<file path="src/sv/crs_pkg.sv">
// Shared types, constants and field arithmetic for the Cauchy RS parity encoder.
`timescale 1ns / 1ps
`default_nettype none
package crs_pkg;

    localparam int MAX_PARITY_DEF = 32;
    localparam logic [8:0]  FIELD_POLY = 9'h11B;
    localparam logic [31:0] CRC_POLY   = 32'hEDB88320;
    localparam logic [31:0] CRC_ONES   = 32'hFFFFFFFF;

    typedef struct packed {
        logic [15:0] data_word;
        logic        last_word;
    } in_t;

    typedef struct packed {
        logic [15:0] out_word;
        logic        is_crc;
        logic        last_out;
    } out_t;

    typedef struct packed {
        logic acc_en;
        logic shift_en;
        logic clear;
    } cell_ctl_t;

    typedef logic [7:0] gf_table_t [256];

    // Carry-less multiply reduced modulo the field polynomial.
    function automatic logic [7:0] gf_mul(input logic [7:0] a, input logic [7:0] b);
        logic [8:0] aa;
        logic [7:0] p;
        aa = {1'b0, a};
        p  = '0;
        for (int i = 0; i < 8; i++)
        begin
            if (b[i])
            begin
                p = p ^ aa[7:0];
            end
            aa = {aa[7:0], 1'b0};
            if (aa[8])
            begin
                aa = aa ^ FIELD_POLY;
            end
        end
        return p;
    endfunction

    // Inverse as a^254; zero maps to zero.
    function automatic gf_table_t build_inv_table();
        gf_table_t  t;
        logic [7:0] res;
        logic [7:0] base;
        logic [7:0] e;
        for (int a = 0; a < 256; a++)
        begin
            res  = 8'd1;
            base = 8'(a);
            e    = 8'd254;
            for (int k = 0; k < 8; k++)
            begin
                if (e[0])
                begin
                    res = gf_mul(res, base);
                end
                base = gf_mul(base, base);
                e    = e >> 1;
            end
            t[a] = res;
        end
        return t;
    endfunction

    localparam gf_table_t GF_INV_TABLE = build_inv_table();

    // Reflected CRC-32 over two bytes, high byte first.
    function automatic logic [31:0] crc_word(input logic [31:0] crc, input logic [15:0] w);
        logic [31:0] c;
        c = crc ^ {24'd0, w[15:8]};
        for (int b = 0; b < 8; b++)
        begin
            c = (c >> 1) ^ (c[0] ? CRC_POLY : 32'd0);
        end
        c = c ^ {24'd0, w[7:0]};
        for (int b = 0; b < 8; b++)
        begin
            c = (c >> 1) ^ (c[0] ? CRC_POLY : 32'd0);
        end
        return c;
    endfunction

endpackage
`default_nettype wire

</file>
<file path="src/sv/crs_cell.sv">
// One parity row: accumulates coefficient times each byte lane and shifts toward the output.
`timescale 1ns / 1ps
`default_nettype none
module crs_cell #(
    parameter int ROW = 0
) (
    input  wire                 clk,
    input  wire                 rst_n,
    input  crs_pkg::cell_ctl_t  ctl,
    input  wire  [15:0]         data_word,
    input  wire  [6:0]          col,
    input  wire  [15:0]         shift_in,
    output logic [15:0]         acc
);

    localparam logic [7:0] ROW_CODE = 8'(ROW);

    logic [15:0] acc_reg;
    logic [15:0] acc_next;
    logic [7:0]  coef;

    assign coef = crs_pkg::GF_INV_TABLE[ROW_CODE ^ {1'b1, col}];

    always_comb
    begin
        acc_next = acc_reg;
        priority if (ctl.clear)
        begin
            acc_next = '0;
        end
        else if (ctl.shift_en)
        begin
            acc_next = shift_in;
        end
        else if (ctl.acc_en)
        begin
            acc_next = acc_reg ^ {crs_pkg::gf_mul(coef, data_word[15:8]),
                                  crs_pkg::gf_mul(coef, data_word[7:0])};
        end
    end

    always_ff @(posedge clk or negedge rst_n)
    begin
        if (!rst_n)
        begin
            acc_reg <= '0;
        end
        else
        begin
            acc_reg <= acc_next;
        end
    end

    assign acc = acc_reg;

endmodule
`default_nettype wire

</file>
<file path="config.mk">
export PLATFORM = sky130hd
export DESIGN_NAME = crs_cell
export DESIGN_NICKNAME = d
export VERILOG_FILES = /design/src/sv/crs_pkg.sv /design/src/sv/crs_cell.sv
export SDC_FILE = /design/constraint.sdc
export NUM_CORES = 1
export LEC_CHECK = 0
export ABC_AREA = 0
export BUFFER_PORTS_ARGS = -buffer_cell sky130_fd_sc_hd__buf_2
export CORE_MARGIN = 5
export CORE_UTILIZATION = 66
export DETAILED_ROUTE_END_ITERATION = 12
export GPL_TIMING_DRIVEN = 1
export PLACE_DENSITY = 0.89
export SLEW_MARGIN = 40
export SYNTH_ARGS = -nofsm -noshare
export SYNTH_HDL_FRONTEND = slang
export SYNTH_SLANG_ARGS = --single-unit
export TNS_END_PERCENT = 30
</file>
<file path="constraint.sdc">
create_clock -name clk -period 4.99 [get_ports clk]
set_input_delay 0.2495 -clock clk [delete_from_list [all_inputs] [get_ports clk]]
set_output_delay 0.2495 -clock clk [all_outputs]
set_load 0.05 [all_outputs]
</file>
**Word-level counts from Yosys, hierarchy flattened**

Memories as Yosys holds them, arrays and structs flattened.
Cells that the tools add are included.

- Magnitude comparators: 1
- Bitwise operators: 23
- Reductions and logical operators: 1
- Multiplexer cells: 97

Operator list:

| cell | number |
|---|---|
| 8-bit 2-to-1 mux | 87 |
| 8-bit bitwise XOR | 14 |
| 16-bit 2-to-1 mux | 3 |
| 5-bit 2-to-1 mux | 7 |
| 4-bit NOT | 7 |
| 16-bit bitwise XOR | 1 |
| 9-bit >= comparator (second input constant) | 1 |
| 8-bit NOT with 9-bit output | 1 |
| 3-bit nonzero test | 1 |

- Memories kept: 1
- Input bits: 44
- Memory bits (read-only): 2048
- Output and inout port bits: 16
- Register bits: 16

Memory list:

| name | depth | width | read ports | clocked after memory_dff | wr ports | line | RTL |
|---|---|---|---|---|---|---|---|
| (no name shown) | 256 | 8 | 1 | 0 | 0 | crs_cell.sv:22 | `assign coef = crs_pkg::GF_INV_TABLE[ROW_CODE ^ {1'b1, col}];` |

**Longest topological paths before layout**

- Word-level depth: 48
- Mapped depth: 18
- Depth with buffers taken out: 14

**Worst setup path before layout**

No wires, ideal clock.

- Path kind: input-to-reg
- From: input port col[0]
- To: register acc_reg[14], in the netlist acc[14]
- Stages: 17
- Path buffers: 3
- Path slack: 1.016 ns
- Arrival: 3.871 ns
- Cell sequence: clkbuf_1 inv_1 ha_1 clkbuf_1 mux2i_1 mux4_2 nand2_1 a32oi_1 or3_1 and3_1 nor2_1 buf_2 nand2_1 xnor3_1 xnor2_1 nand2_1 a221oi_1

- Cells in the longest elaborated chain, start to end: 47

RTL lines:

| element | line | RTL |
|---|---|---|
| from (decl) | crs_cell.sv:11 | `input wire [6:0] col,` |
| 8-bit NOT with 9-bit output (not written as such) (*) | crs_cell.sv:22 |  |
| memory read 256 x 8 bit (*) | n/a |  |
| 8-bit 2-to-1 mux (not written as such) (*) (2 in a row) | crs_cell.sv:22 |  |
| 8-bit 2-to-1 mux | crs_pkg.sv:38 | `if (b[i])` |
| 8-bit 2-to-1 mux | crs_cell.sv:35 | `else if (ctl.acc_en)` |
| 8-bit 2-to-1 mux | crs_cell.sv:31 | `else if (ctl.shift_en)` |
| 8-bit 2-to-1 mux | crs_cell.sv:27 | `priority if (ctl.clear)` |
| 8-bit bitwise XOR | crs_pkg.sv:40 | `p = p ^ aa[7:0];` |
| [30 not listed] | n/a |  |
| 8-bit 2-to-1 mux (*) | crs_pkg.sv:38 |  |
| 8-bit 2-to-1 mux (*) | crs_cell.sv:35 |  |
| 8-bit 2-to-1 mux (*) | crs_cell.sv:31 |  |
| 8-bit 2-to-1 mux (*) | crs_cell.sv:27 |  |
| 16-bit bitwise XOR (*) | crs_cell.sv:37 | `acc_next = acc_reg ^ {crs_pkg::gf_mul(coef, data_word[15:8]),` |
| 16-bit 2-to-1 mux (*) | crs_cell.sv:35 |  |
| 16-bit 2-to-1 mux (*) | crs_cell.sv:31 |  |
| 16-bit 2-to-1 mux (*) | crs_cell.sv:27 |  |
| to (signal assigned) | crs_cell.sv:50 | `acc_reg <= acc_next;` |
| to (decl) | crs_cell.sv:18 | `logic [15:0] acc_reg;` |

Every way passes the cells marked *; elsewhere a longest branch is shown, timed or not. The select of a mux whose other input is x is not followed.
A chain may end at the register's enable or synchronous reset.

**Final worst setup path**

- From: input port col[1]
- To: register acc_reg[12], in the netlist acc[12]

- Cells in the longest elaborated chain, start to end: 48

RTL lines:

| element | line | RTL |
|---|---|---|
| 8-bit NOT with 9-bit output (not written as such) (*) | crs_cell.sv:22 |  |
| memory read 256 x 8 bit (*) | n/a |  |
| 8-bit 2-to-1 mux (not written as such) (*) (2 in a row) | crs_cell.sv:22 |  |
| 4-bit NOT (no line) | n/a |  |
| 5-bit 2-to-1 mux | crs_pkg.sv:43 | `if (aa[8])` |
| 8-bit 2-to-1 mux | crs_cell.sv:35 |  |
| 8-bit 2-to-1 mux | crs_cell.sv:31 |  |
| 8-bit 2-to-1 mux | crs_cell.sv:27 |  |
| [31 not listed] | n/a |  |
| 8-bit 2-to-1 mux (*) | crs_pkg.sv:38 |  |
| 8-bit 2-to-1 mux (*) | crs_cell.sv:35 |  |
| 8-bit 2-to-1 mux (*) | crs_cell.sv:31 |  |
| 8-bit 2-to-1 mux (*) | crs_cell.sv:27 |  |
| 16-bit bitwise XOR (*) | crs_cell.sv:37 |  |
| 16-bit 2-to-1 mux (*) | crs_cell.sv:35 |  |
| 16-bit 2-to-1 mux (*) | crs_cell.sv:31 |  |
| 16-bit 2-to-1 mux (*) | crs_cell.sv:27 |  |

Marked as above.

==> results.txt <==
----------------------------------------------------
[Timing]
  Largest clock skew in the final design ... 0 ns
  Post-layout min period ... approximately 4.5 ns
  Top achievable clock speed ... 0.2233 GHz
  Least setup slack across all paths after layout ... 0.5111 ns
  Unrepaired setup endpoints after global routing ... no
  Max-slew headroom at the worst pin ... 44.75%
  Hold Vio Cnt, Final ... 0
  Final period util ... 89.76%
  Final setup TNS ... 0 ns
  Max Transition Viols Final ... 0
  Slew of the pin with the lowest slew margin ... 0.8271 ns
  Endpoints failing setup ... 0

[Synthesis]
  Flops & latches, synth ... 16
  Ys Warns ... 0
  Portion of the post-synthesis area used by sequential elements ... approximately 8%
  Fraction of registers with async set/reset ... 100.0%
  Largest area contributor in the netlist ... sky130_fd_sc_hd__xnor2_1
  Gate count after technology mapping ... 699
  Most frequently used flop master after synthesis ... sky130_fd_sc_hd__dfrtp_1
  Share of the synthesized area in the top cell type ... 15.61%
  Post-synthesis instance area ... 5050 µm²
  Post-Synthesis Net Count ... about 760
  Avg Inst Size Synth ... roughly 7.2 µm²
  Unique cell type count in the Yosys netlist ... 75
  Post-synth EDFFs ... 0
  Commonest cells in the synthesized netlist ... sky130_fd_sc_hd__nand2_1, sky130_fd_sc_hd__xnor2_1, sky130_fd_sc_hd__nor2_1
  Largest cells by area after synthesis ... sky130_fd_sc_hd__xnor2_1, sky130_fd_sc_hd__nand2_1, sky130_fd_sc_hd__dfrtp_1, sky130_fd_sc_hd__xnor3_1, sky130_fd_sc_hd__mux4_2
  Most numerous cell in the Yosys netlist ... sky130_fd_sc_hd__nand2_1

[Worst setup path]
  Setup Crit Path Kind ... in2reg
  Critical path, cell by cell ... buf_2, inv_1, ha_1, nand2b_1, mux4_2, o32ai_1, nor2_2, xnor2_1, xor2_1, or2_2, o21ai_0, a22oi_1, xnor2_1, o22ai_1
  Crit path launch ... col[1]
  CP Buf/Inv Count ... 2
  Cell with the biggest individual delay on the critical path ... sky130_fd_sc_hd__ha_1
  Kind of capture point of the worst setup path ... flop
  Cell occurring most often along the worst timing path ... sky130_fd_sc_hd__xnor2_1
  Endpoint of the most critical setup path ... acc[12]
  Arr. time, crit path ... 4.60 ns
  Family with the most delay on the worst path ... XOR/XNOR gates
  Setup slack of the most critical reg-to-reg path ... 3.08 ns
  Startpoint kind of the worst setup timing path ... primary input
  Required time at the endpoint of the critical path ... 5.11 ns
  Worst flop-to-flop path startpoint ... acc[14]
  Slowest cell delay on critical path ... ~0.66 ns
  Number of cells on the worst reg-to-reg path ... 7
  Total stage count of the critical path ... 14
  CP max FO ... 14
  End of the worst register-to-register path ... acc[14]

[Detailed routing]
  WL/cell ... 22.30 µm
  DRC errors left ... 0
  Count of vias placed by the detailed router ... 5,743
  Via density ... 7.081
  Detailed router's first-iteration violation count ... 905
  Post-detailed-route count of antenna-violating nets ... 0
  First drt pass iteration count ... 6
  Total wire length after detailed routing ... roughly 18,000 µm

[GRT]
  First-pass GRT wire length ... 28,650 µm
  GRT Residual Overflow ... 0
  Maximum number of pins on one net before global-route repair ... 47
  Vias in the first global route ... 5,301
  Overall Global Routing Usage ... between 30% and 40%
  Initial antenna violation count ... 1

[CTS]
  TritonCTS clock tree ... built
  H-Tree Depth ... 1
  Total CTS buffers ... 3
  Clock latency on the worst-skew pair ... 0.26 ns
  Clock-pin transition on the worst setup and hold timing paths ... about 0.08 ns
  TritonCTS Sinks ... 16
  Clock Tree Root ... sky130_fd_sc_hd__clkbuf_8
  Maximum clock path buffer count ... 2

[Placement]
  DP Cell Count ... 806
  DP Worst Slack ... 0.4053 ns
  Final RePlAce weighted congestion ... 1.084
  Count of input and output buffers ... 59
  HPWL reported at the end of detailed placement ... 13,040 µm

[Min path]
  Worst min-delay path category ... in2reg
  Hold path startpoint ... shift_in[2]

[Final layout]
  Ant diodes ... 0
  Number of fillers in the final layout ... 604
  Sequential cell area ... about 400 µm²
  Area added between synthesis and finish ... 5.897%
  Fraction of layout instances using a drive strength above 1 ... 15.31%
  Layout Nets ... between 700 and 800
  Multi-input gate area ... 4272 µm²
  Final core area utilization ... 72.56%
  Largest register FFs ... 16
  Number of standard cells in the final layout excluding fillers ... slightly above 800

[Floorplanning]
  Area of the die ... 9500 µm²
  Die outline width ... 97.47 µm
  Number of placed I/O pins ... 60
  Standard-cell row count ... 31
  CORE AREA ... ~7400 µm²
  Initial standard-cell utilization of the core ... 68.52%
  Die Ht ... 97.47 µm

[Power and ir drop]
  Highest ir drop seen on vdd ... 0.3663 mV
  Cell area power density ... around 370 nW/µm²
  Static Leak ... 2.261 nW

[Run]
  Max-cap violations ... 0

[Run status]
  Status ... finished clean

----------------------------------------------------
-- worst min-delay path by stage --
stage,to,slack (ns),cells after the start
final,acc[2],0.20,3
after global routing,acc[8],0.22,3
after CTS,acc[2],0.21,3
after detailed placement,acc[0],0.20,1
after global placement,acc[0],0.21,1
after floorplan,acc[0],-0.05,0
-- what timing repair did --
action / 4_1_cts / 5_1_grt
resized for setup: 0 / 0
endpoints found under the hold margin: 16 / 0
buffers inserted: 0 / 0
hold buffers: 1 / 0
-- report_power, final --
group          internal [mW]  leakage, nW  switching (mW)  total, mW
Combinational          0.748         2.02           0.915       1.66
Sequential             0.161        0.209          0.0360      0.197
Clock                 0.0704       0.0288          0.0566      0.127
Total                  0.979         2.26            1.01       1.99
-- layout make-up --
class	count	area share, %
clock buffer	4	1.029
inverter	17	1.193
multi-input combinational	598	79.88
sequential	16	7.487
tap	99	2.316
timing repair buffer	77	8.095
-- metal layers --
| metal | up-vias | global-route usage [%] | share of wire [%] |
|---|---|---|---|
| li1 | 2483 | - | - |
| met1 | 2586 | 52.85 | 38 |
| met2 | 566 | 52.13 | 41 |
| met3 | 106 | 11.63 | 17 |
| met4 | 2 | 12.78 | 4.3 |
| met5 | - | 0 | 0.072 |
-- through the flow --
stage	power [mW]	hold slack, ns	cell area, µm²
2_1_floorplan	1.496	-0.04609	5050
3_3_place_gp	1.766	0.2074	5283
3_5_place_dp	1.804	0.1975	5283
4_1_cts	1.948	0.2059	5348
5_1_grt	2.104	0.2221	5348
6_report	1.987	0.2002	5348
-- worst reg2reg max path, cell delays in order, from the launching register on --
cell,delay (ns)
sky130_fd_sc_hd__dfrtp_1,0.42
sky130_fd_sc_hd__xnor2_1,0.22
sky130_fd_sc_hd__xnor3_1,0.26
sky130_fd_sc_hd__xnor2_1,0.20
sky130_fd_sc_hd__xnor3_1,0.25
sky130_fd_sc_hd__xnor2_1,0.16
sky130_fd_sc_hd__nand2_1,0.07
sky130_fd_sc_hd__a221oi_1,0.24
-- kinds of logic (layout without fill, tap and decap cells) --
kind of cell,after synthesis,in the layout,synth area share [%]
simple gates,253,253,22.97
compound gates,185,185,26.04
xor+xnor,128,128,26.09
buf+inv,85,98,7.483
mux,19,19,6.269
flops,16,16,7.929
fa+ha+maj,13,13,3.221
-- cell usage in the layout (no fill, tap or decap), drive strengths merged, types with 10 or more instances in the layout --
cell type	synthesis	layout
buf	34	76
inv	16	16
o21ai	40	40
xnor3	11	11
nor2	40	40
xnor2	93	93
mux4	10	10
a21oi	33	33
dfrtp	16	16
nand2b	18	18
nor2b	14	14
xor2	23	23
ha	13	13
nand2	132	132
Power figures use the tool's default switching activity.
